--- src/rtl/core/msp_pkg.sv ---
// ----------------------------------------------------------------------------
// msp_pkg
// shared types and constants of the midtone stretch pixel core
// ----------------------------------------------------------------------------
package msp_pkg;

  localparam int PARAM_W   = 49;
  localparam int CFG_IDX_W = 4;
  localparam int NUM_W     = 44;
  localparam int DEN_W     = 40;
  localparam int REM_W     = 48;
  localparam int LANE_LAT  = 13;

  localparam logic [PARAM_W-1:0] PARAM_RESET = 49'h0_8000_FFFF_0000;
  localparam logic [7:0]         OUT_MAX     = 8'd255;

  typedef enum logic [CFG_IDX_W-1:0] {
    REG_RED   = 4'd0,
    REG_GREEN = 4'd1,
    REG_BLUE  = 4'd2,
    REG_MONO  = 4'd3
  } cfg_reg_t;

endpackage

--- src/rtl/core/msp_lane.sv ---
// ----------------------------------------------------------------------------
// msp_lane
// one color lane: clip, rational transfer curve and radix-2 divide pipeline
// ----------------------------------------------------------------------------
module msp_lane
  import msp_pkg::*;
#(
  parameter int SAMPLE_BITS = 16
) (
  input  logic               clk,
  input  logic               en,
  input  logic [15:0]        sample,
  input  logic [PARAM_W-1:0] params,
  output logic [7:0]         result
);

  localparam logic [15:0] MASK = 16'((32'd1 << SAMPLE_BITS) - 32'd1);

  logic [15:0] s, sh, hi;
  assign s  = sample & MASK;
  assign sh = params[15:0] & MASK;
  assign hi = params[31:16] & MASK;

  // stage 1: clip test and offsets
  logic [15:0] s1_x, s1_r;
  logic [16:0] s1_mid;
  logic        s1_fix;
  logic [7:0]  s1_fval;

  always_ff @(posedge clk) begin
    if (en) begin
      s1_x    <= s - sh;
      s1_r    <= hi - sh;
      s1_mid  <= params[48:32];
      s1_fix  <= (s < sh) || (s >= hi);
      s1_fval <= (s < sh) ? 8'd0 : OUT_MAX;
    end
  end

  // stage 2: products
  logic signed [17:0] k1;
  logic signed [18:0] k2;
  assign k1 = 18'sd65536 - $signed({1'b0, s1_mid});
  assign k2 = $signed({1'b0, s1_mid, 1'b0}) - 19'sd65536;

  logic signed [34:0] s2_a;
  logic [32:0]        s2_b;
  logic signed [35:0] s2_c;
  logic               s2_fix;
  logic [7:0]         s2_fval;

  always_ff @(posedge clk) begin
    if (en) begin
      s2_a    <= k1 * $signed({1'b0, s1_x});
      s2_b    <= s1_mid * s1_r;
      s2_c    <= k2 * $signed({1'b0, s1_x});
      s2_fix  <= s1_fix;
      s2_fval <= s1_fval;
    end
  end

  // stage 3: numerator is 255*a, denominator m*r - (2m-1)*x
  logic signed [NUM_W-1:0] a_ext;
  assign a_ext = NUM_W'(s2_a);

  logic signed [NUM_W-1:0] s3_num;
  logic signed [DEN_W-1:0] s3_den;
  logic                    s3_fix;
  logic [7:0]              s3_fval;

  always_ff @(posedge clk) begin
    if (en) begin
      s3_num  <= (a_ext <<< 8) - a_ext;
      s3_den  <= $signed({7'b0, s2_b}) - DEN_W'(s2_c);
      s3_fix  <= s2_fix;
      s3_fval <= s2_fval;
    end
  end

  // stage 4: signs and magnitudes
  logic zero_q;
  assign zero_q = (s3_num == '0) || (s3_den == '0) || (s3_num[NUM_W-1] != s3_den[DEN_W-1]);

  logic [NUM_W-1:0] s4_n;
  logic [DEN_W-1:0] s4_d;
  logic             s4_fix;
  logic [7:0]       s4_fval;

  always_ff @(posedge clk) begin
    if (en) begin
      s4_n    <= s3_num[NUM_W-1] ? NUM_W'(-s3_num) : NUM_W'(s3_num);
      s4_d    <= s3_den[DEN_W-1] ? DEN_W'(-s3_den) : DEN_W'(s3_den);
      s4_fix  <= s3_fix || zero_q;
      s4_fval <= s3_fix ? s3_fval : 8'd0;
    end
  end

  // stage 5: saturation when quotient would exceed 8 bits
  logic sat;
  assign sat = {4'b0, s4_n} >= {s4_d, 8'b0};

  logic [REM_W-1:0] rem  [0:8];
  logic [DEN_W-1:0] dv   [0:8];
  logic [7:0]       qv   [0:8];
  logic             fix  [0:8];
  logic [7:0]       fval [0:8];

  always_ff @(posedge clk) begin
    if (en) begin
      rem[0]  <= {4'b0, s4_n};
      dv[0]   <= s4_d;
      qv[0]   <= 8'd0;
      fix[0]  <= s4_fix || sat;
      fval[0] <= s4_fix ? s4_fval : OUT_MAX;
    end
  end

  // one quotient bit per stage, msb first
  for (genvar k = 0; k < 8; k++) begin : g_div
    logic [REM_W-1:0] dk;
    logic             ge;
    assign dk = {8'b0, dv[k]} << (7 - k);
    assign ge = rem[k] >= dk;

    always_ff @(posedge clk) begin
      if (en) begin
        rem[k+1]  <= ge ? rem[k] - dk : rem[k];
        qv[k+1]   <= {qv[k][6:0], ge};
        dv[k+1]   <= dv[k];
        fix[k+1]  <= fix[k];
        fval[k+1] <= fval[k];
      end
    end
  end

  assign result = fix[8] ? fval[8] : qv[8];

endmodule

--- config.mk ---
export PLATFORM = sky130hd
export DESIGN_NAME = msp_lane
export DESIGN_NICKNAME = d
export VERILOG_FILES = /design/src/rtl/core/msp_pkg.sv /design/src/rtl/core/msp_lane.sv
export SDC_FILE = /design/constraint.sdc
export NUM_CORES = 2
export LEC_CHECK = 0
export BUFFER_PORTS_ARGS = -buffer_cell sky130_fd_sc_hd__buf_2
export CAP_MARGIN = 20
export CORE_AREA = 2 2 412 414
export CTS_CLUSTER_SIZE = 12
export DETAILED_ROUTE_END_ITERATION = 12
export DIE_AREA = 0 0 414 416
export PLACE_DENSITY = 0.69
export SYNTH_ARGS = -nofsm -noshare
export SYNTH_HDL_FRONTEND = slang
export SYNTH_SLANG_ARGS = --single-unit
--- constraint.sdc ---
create_clock -name clk -period 9.6 [get_ports clk]
set_input_delay 2.4 -clock clk [delete_from_list [all_inputs] [get_ports clk]]
set_output_delay 2.4 -clock clk [all_outputs]
set_load 0.005 [all_outputs]
== Word-level counts from Yosys, hierarchy flattened ==
Memories as Yosys holds them, arrays and structs flattened.
Index checks and enable logic that the tools add are counted.
W data, S select, Z words.
Word-level totals
  input bits: 67
  latch bits: 0
  RAM bits: 945
  memories: 5
  bits in read-only memories: 0
  flip-flop bits (word level): 357
  output and inout port bits: 8
Operators by class
  div/mod/pow operators: 0
  mux-type cells: 15
  reductions and logical operators: 7
  $add $sub $neg: 16
  bitwise operators: 0
  $lt $le $gt $ge: 11
  eq/ne operators: 1
  shift-type cells: 0
  $mul: 3
Memory list
  rem: words 9, width 48, read ports 8, clocked after Yosys merged registers in 0, wr ports 9, line msp_lane.sv:102  | logic [REM_W-1:0] rem [0:8];
  dv: words 9, width 40, read ports 8, clocked after Yosys merged registers in 0, wr ports 9, line msp_lane.sv:103  | logic [DEN_W-1:0] dv [0:8];
  fval: words 9, width 8, read ports 9, clocked after Yosys merged registers in 0, wr ports 9, line msp_lane.sv:106  | logic [7:0] fval [0:8];
  qv: words 9, width 8, read ports 9, clocked after Yosys merged registers in 0, wr ports 9, line msp_lane.sv:104  | logic [7:0] qv [0:8];
  fix: words 9, width 1, read ports 9, clocked after Yosys merged registers in 0, wr ports 9, line msp_lane.sv:105  | logic fix [0:8];
Operators with widths (count)
  $mux W48: 8
  $ge A44 B48 Y1: 1
  $ge A48 B40 Y1: 1
  $ge A48 B41 Y1: 1
  $ge A48 B42 Y1: 1
  $ge A48 B43 Y1: 1
  $ge A48 B44 Y1: 1
  $ge A48 B45 Y1: 1
  $ge A48 B46 Y1: 1
  $ge A48 B47 Y1: 1
  $sub A48 B40 Y48: 1
  $sub A48 B41 Y48: 1
  $sub A48 B42 Y48: 1
  $sub A48 B43 Y48: 1
  $sub A48 B44 Y48: 1
  $sub A48 B45 Y48: 1
  $sub A48 B46 Y48: 1
  $sub A48 B47 Y48: 1
  $logic_not A44 Y1: 1
  $neg A44 Y44: 1
  $sub A43 B35 Y44: 1
  $mux W43: 1
  $logic_not A40 Y1: 1
  $neg A40 Y40: 1
  other kinds (14): 22

== Longest topological paths before layout ==
  depth after elaboration: 4
  gate-level depth with buffers: 31

== Worst setup path after synthesis ==
No wires, ideal clock.
  path kind: reg-to-reg
  start point: register s1_mid[2]
  end point: register s2_a[33] (data pin)
  data arrival time: 7.113 ns
  stages on the path, launching flop included: 28
  setup time: 0.258 ns
  required time: 9.342 ns
  setup slack: 2.230 ns
  cell sequence: edfxtp_1 -> clkbuf_1 -> or3_1 -> nor2_1 -> nand3_1 -> nor3_1 -> xnor2_1 -> clkbuf_1 -> nand2_1 -> fa_1 -> fa_1 -> fa_1 -> inv_1 -> fa_1 -> fa_1 -> inv_1 -> fa_1 -> inv_1 -> ha_1 -> a21o_1 -> a31oi_1 -> nand2_1 -> a21oi_1 -> o211ai_1 -> o221a_2 -> a211o_1 -> a31oi_1 -> xnor2_1
Between the ends
  longest elaborated chain between the ends: 2
Ends and longest elaborated chain
  start: declaration: line msp_lane.sv:26  | logic [16:0] s1_mid;
  start signal: assignment: line msp_lane.sv:34  | s1_mid <= params[48:32];
  $sub A17 B17 Y18: line msp_lane.sv:43  | assign k1 = 18'sd65536 - $signed({1'b0, s1_mid});
  $mul A18 B17 Y35: line msp_lane.sv:54  | s2_a <= k1 * $signed({1'b0, s1_x});
  end signal: assignment: line msp_lane.sv:54
  end: declaration: line msp_lane.sv:46  | logic signed [34:0] s2_a;
No other way between the ends.
A chain may end at the register's enable or synchronous reset.

== Worst setup path after layout ==
  start point: register s1_mid[6]
  end point: register s2_a[33] (data pin)
Same word-level chain as after synthesis.

==> impl_metrics.tcl <==
set metrics [dict create \
    critical_path.max_fanout 37 \
    critPathCaptureType "flop" \
    synth_edf_count 1078 \
    drt_wl_total_mm 213 \
    setup-violations-final 0 \
    design.final.nets 10600 \
    path_clk_slew_ps 60 \
    cts-resized-gates 0 \
    numCtsBuffers 119 \
    worst_hold_class "reg -> reg" \
    post_synth.cell_area_avg_sq_um 10.2 \
    worst_path_most_repeated_cell "fa_1" \
    max_slew_margin_pct 27.1 \
    initial_core_util_pct 54.5 \
    yosysWarningCount 0 \
    post_drt_wl_per_cell_um 18.9 \
    clock_tree_from_tritoncts "yes" \
    hold_viol_final 0 \
    synthToLayoutAreaGrowth_pct 7.32 \
    max_cap_violations 0 \
    die_height_um 416 \
    clock_path_buffers 3 \
    post_synth_inst_count 8964 \
    post-synth-top-area-cell "edfxtp_1" \
    pin_count_of_the_biggest_net_entering_global_routing 199 \
    hpwl_mm 167 \
    timing_worst_setup_path_type "reg -> reg" \
    dr_total_vias 62700 \
    synthTopCellsByArea "edfxtp_1 (35%), fa_1 (17%), ha_1 (10%)" \
    place.detailed.instances 11000 \
    final_max_slew_viol_count 0 \
    drc 0 \
    placeableCoreArea_sq_mm 0.168 \
    top_cell_type_s_share_of_synthesized_area_pct 35.3 \
    cts-root-buf "clkbuf_16" \
    grt_first_pass_wirelength_mm 343 \
    async_flop_share_pct 0 \
    number_of_nets_with_antenna_violations_after_detailed_routing 0 \
    totalNegativeSetupSlack_ps 0 \
    cts_hold_buffers 0 \
    grt.overflow.total 0 \
    post_synth_num_cell_types 92 \
    syn-cell-area_sq_mm 0.0916 \
    cp_data_arrival_time_ps 8480 \
    cp.required_ps 10080 \
    ys_seq_area_share_pct 35.3 \
    detail_route.first_pass.iterations 6 \
    port_buffers 74 \
    io_pins 75 \
    clk_sinks 1078 \
    detailedRoute.firstIterationViolations 4674 \
    postCtsSetupBuffers 0 \
    layout_worst_path_cycle_share_pct 83.4 \
    finalNonFillerCells 11300 \
    final.hold.worst_slack_ps 408 \
    first_global_vias 66300 \
    crit_path_max_incr_delay_ps 580 \
    drt-vias-per-instance 5.57 \
    worstMarginPinSlew_ps 1090 \
    grt_use_total_pct 25.0 \
    die_width_um 414 \
    worst_path_max_delay_cell "a211oi_1" \
    finalCriticalPeriod_ps 8010 \
    htree_num_levels 3 \
    gp_congestion 0.950 \
    die-area_sq_mm 0.172 \
    number_of_antenna_violations_at_the_first_check_in_global_routing 7 \
    final_core_util_pct 58.5 \
    crit_path_start_kind "flop" \
    status "finished, final reports clean" \
    grt_setup_unrepaired "no" \
    worst_clock_skew_ps 60.5 \
    synthFlopType "edfxtp_1" \
    drive_above_1_share_pct 5.01 \
    layout.cells.most_common_list "inv_1 (1525), edfxtp_1 (1078), nand2_1 (872)" \
    layout.cells.most_common "inv_1" \
    postSynthRegisterBits 1078 \
    worst_skew_pair.late_latency_ps 780 \
    fp-row-count 151 \
    maximum_clock_rate_mhz 125 \
]
-- path summary, 6_finish.rpt --
path | start | end | slack, ps | depth (start not counted)
worst max-delay path | s1_mid[6]$_DFFE_PP_ | s2_a[33]$_DFFE_PP_ | 1590 | 28
worst min register to register | s4_d[23]$_DFFE_PP_ | dv[0][23]$_DFFE_PP_ | 410 | 0
worst min-delay path | s4_d[23]$_DFFE_PP_ | dv[0][23]$_DFFE_PP_ | 410 | 0
worst max register to register | s1_mid[6]$_DFFE_PP_ | s2_a[33]$_DFFE_PP_ | 1590 | 28
-- stage by stage --
| stage | setup WS (ps) | area [sq um] |
|---|---|---|
| floorplan | 2230 | 91600 |
| global placement | 1670 | 94400 |
| detailed placement | 1580 | 94400 |
| CTS | 1560 | 98300 |
| global route | 1060 | 98300 |
| finish | 1590 | 98300 |
-- metal layers --
layer / vias up / global-route usage (%) / wire, um
met3: 571 / 3.00 / 8160
met4: 2 / 14.6 / 14000
met5: - / 0 / 9
li1: 30000 / - / -
met2: 1643 / 46.7 / 111000
met1: 30500 / 27.2 / 79300
-- area by class of cell --
cell class	instances	area, sq um
fill	14100	69800
multi-input combinational	6072	52500
sequential	1078	32400
inverter	1526	5730
clock buffer	151	3100
tap	2218	2780
timing repair buffer	150	1000
clock inverter	67	830
antenna	1	2.50
-- Yosys cell counts, types with 41 or more instances --
cell type	count
nand4_1	74
a211oi_1	41
o21bai_1	73
and3_1	41
a31oi_1	41
inv_1	1525
fa_1	797
nand2_1	872
nor2_1	381
xor2_1	168
nor3_1	84
clkbuf_1	263
or3_1	49
ha_1	757
a21o_1	236
edfxtp_1	1078
a21oi_1	528
and2_1	359
nand3_1	116
xnor2_1	391
nand2b_1	75
o31ai_1	52
o21a_1	59
nor2b_1	72
o21ai_0	337
mux2_2	66
-- worst max-delay path, delay by kind of cell, from the launching register on --
kind | cells | cell delay (ps)
AO/OA/AOI/OAI | 7 | 1820
adder cells (fa/ha/maj) | 7 | 3220
XOR/XNOR | 2 | 280
buffers and inverters | 6 | 780
flip-flops | 1 | 360
AND/OR/NAND/NOR | 6 | 1280
-- cells by family after synthesis --
kind of cell	synth area share, %
AOI/OAI and AO/OA	11.3
xor gates and xnor gates	5.34
adders and majority gates	27.8
buffers and inverters	7.46
DFF	35.3
muxes	1.03
other	0.00409
and+or+nand+nor	11.7
-- registers in the layout, summed over array words and instances (netlist names), 17 cells and up --
register and flops:
s4_n 44, s1_mid 17, s2_a 35, rem 380, s4_d 40, qv 36
dv 320, s3_num 44, s2_b 33, s2_c 34, s3_den 37
Power is not shown: default switching activity piles up to over one toggle a cycle in this logic, so the estimate is an artifact.
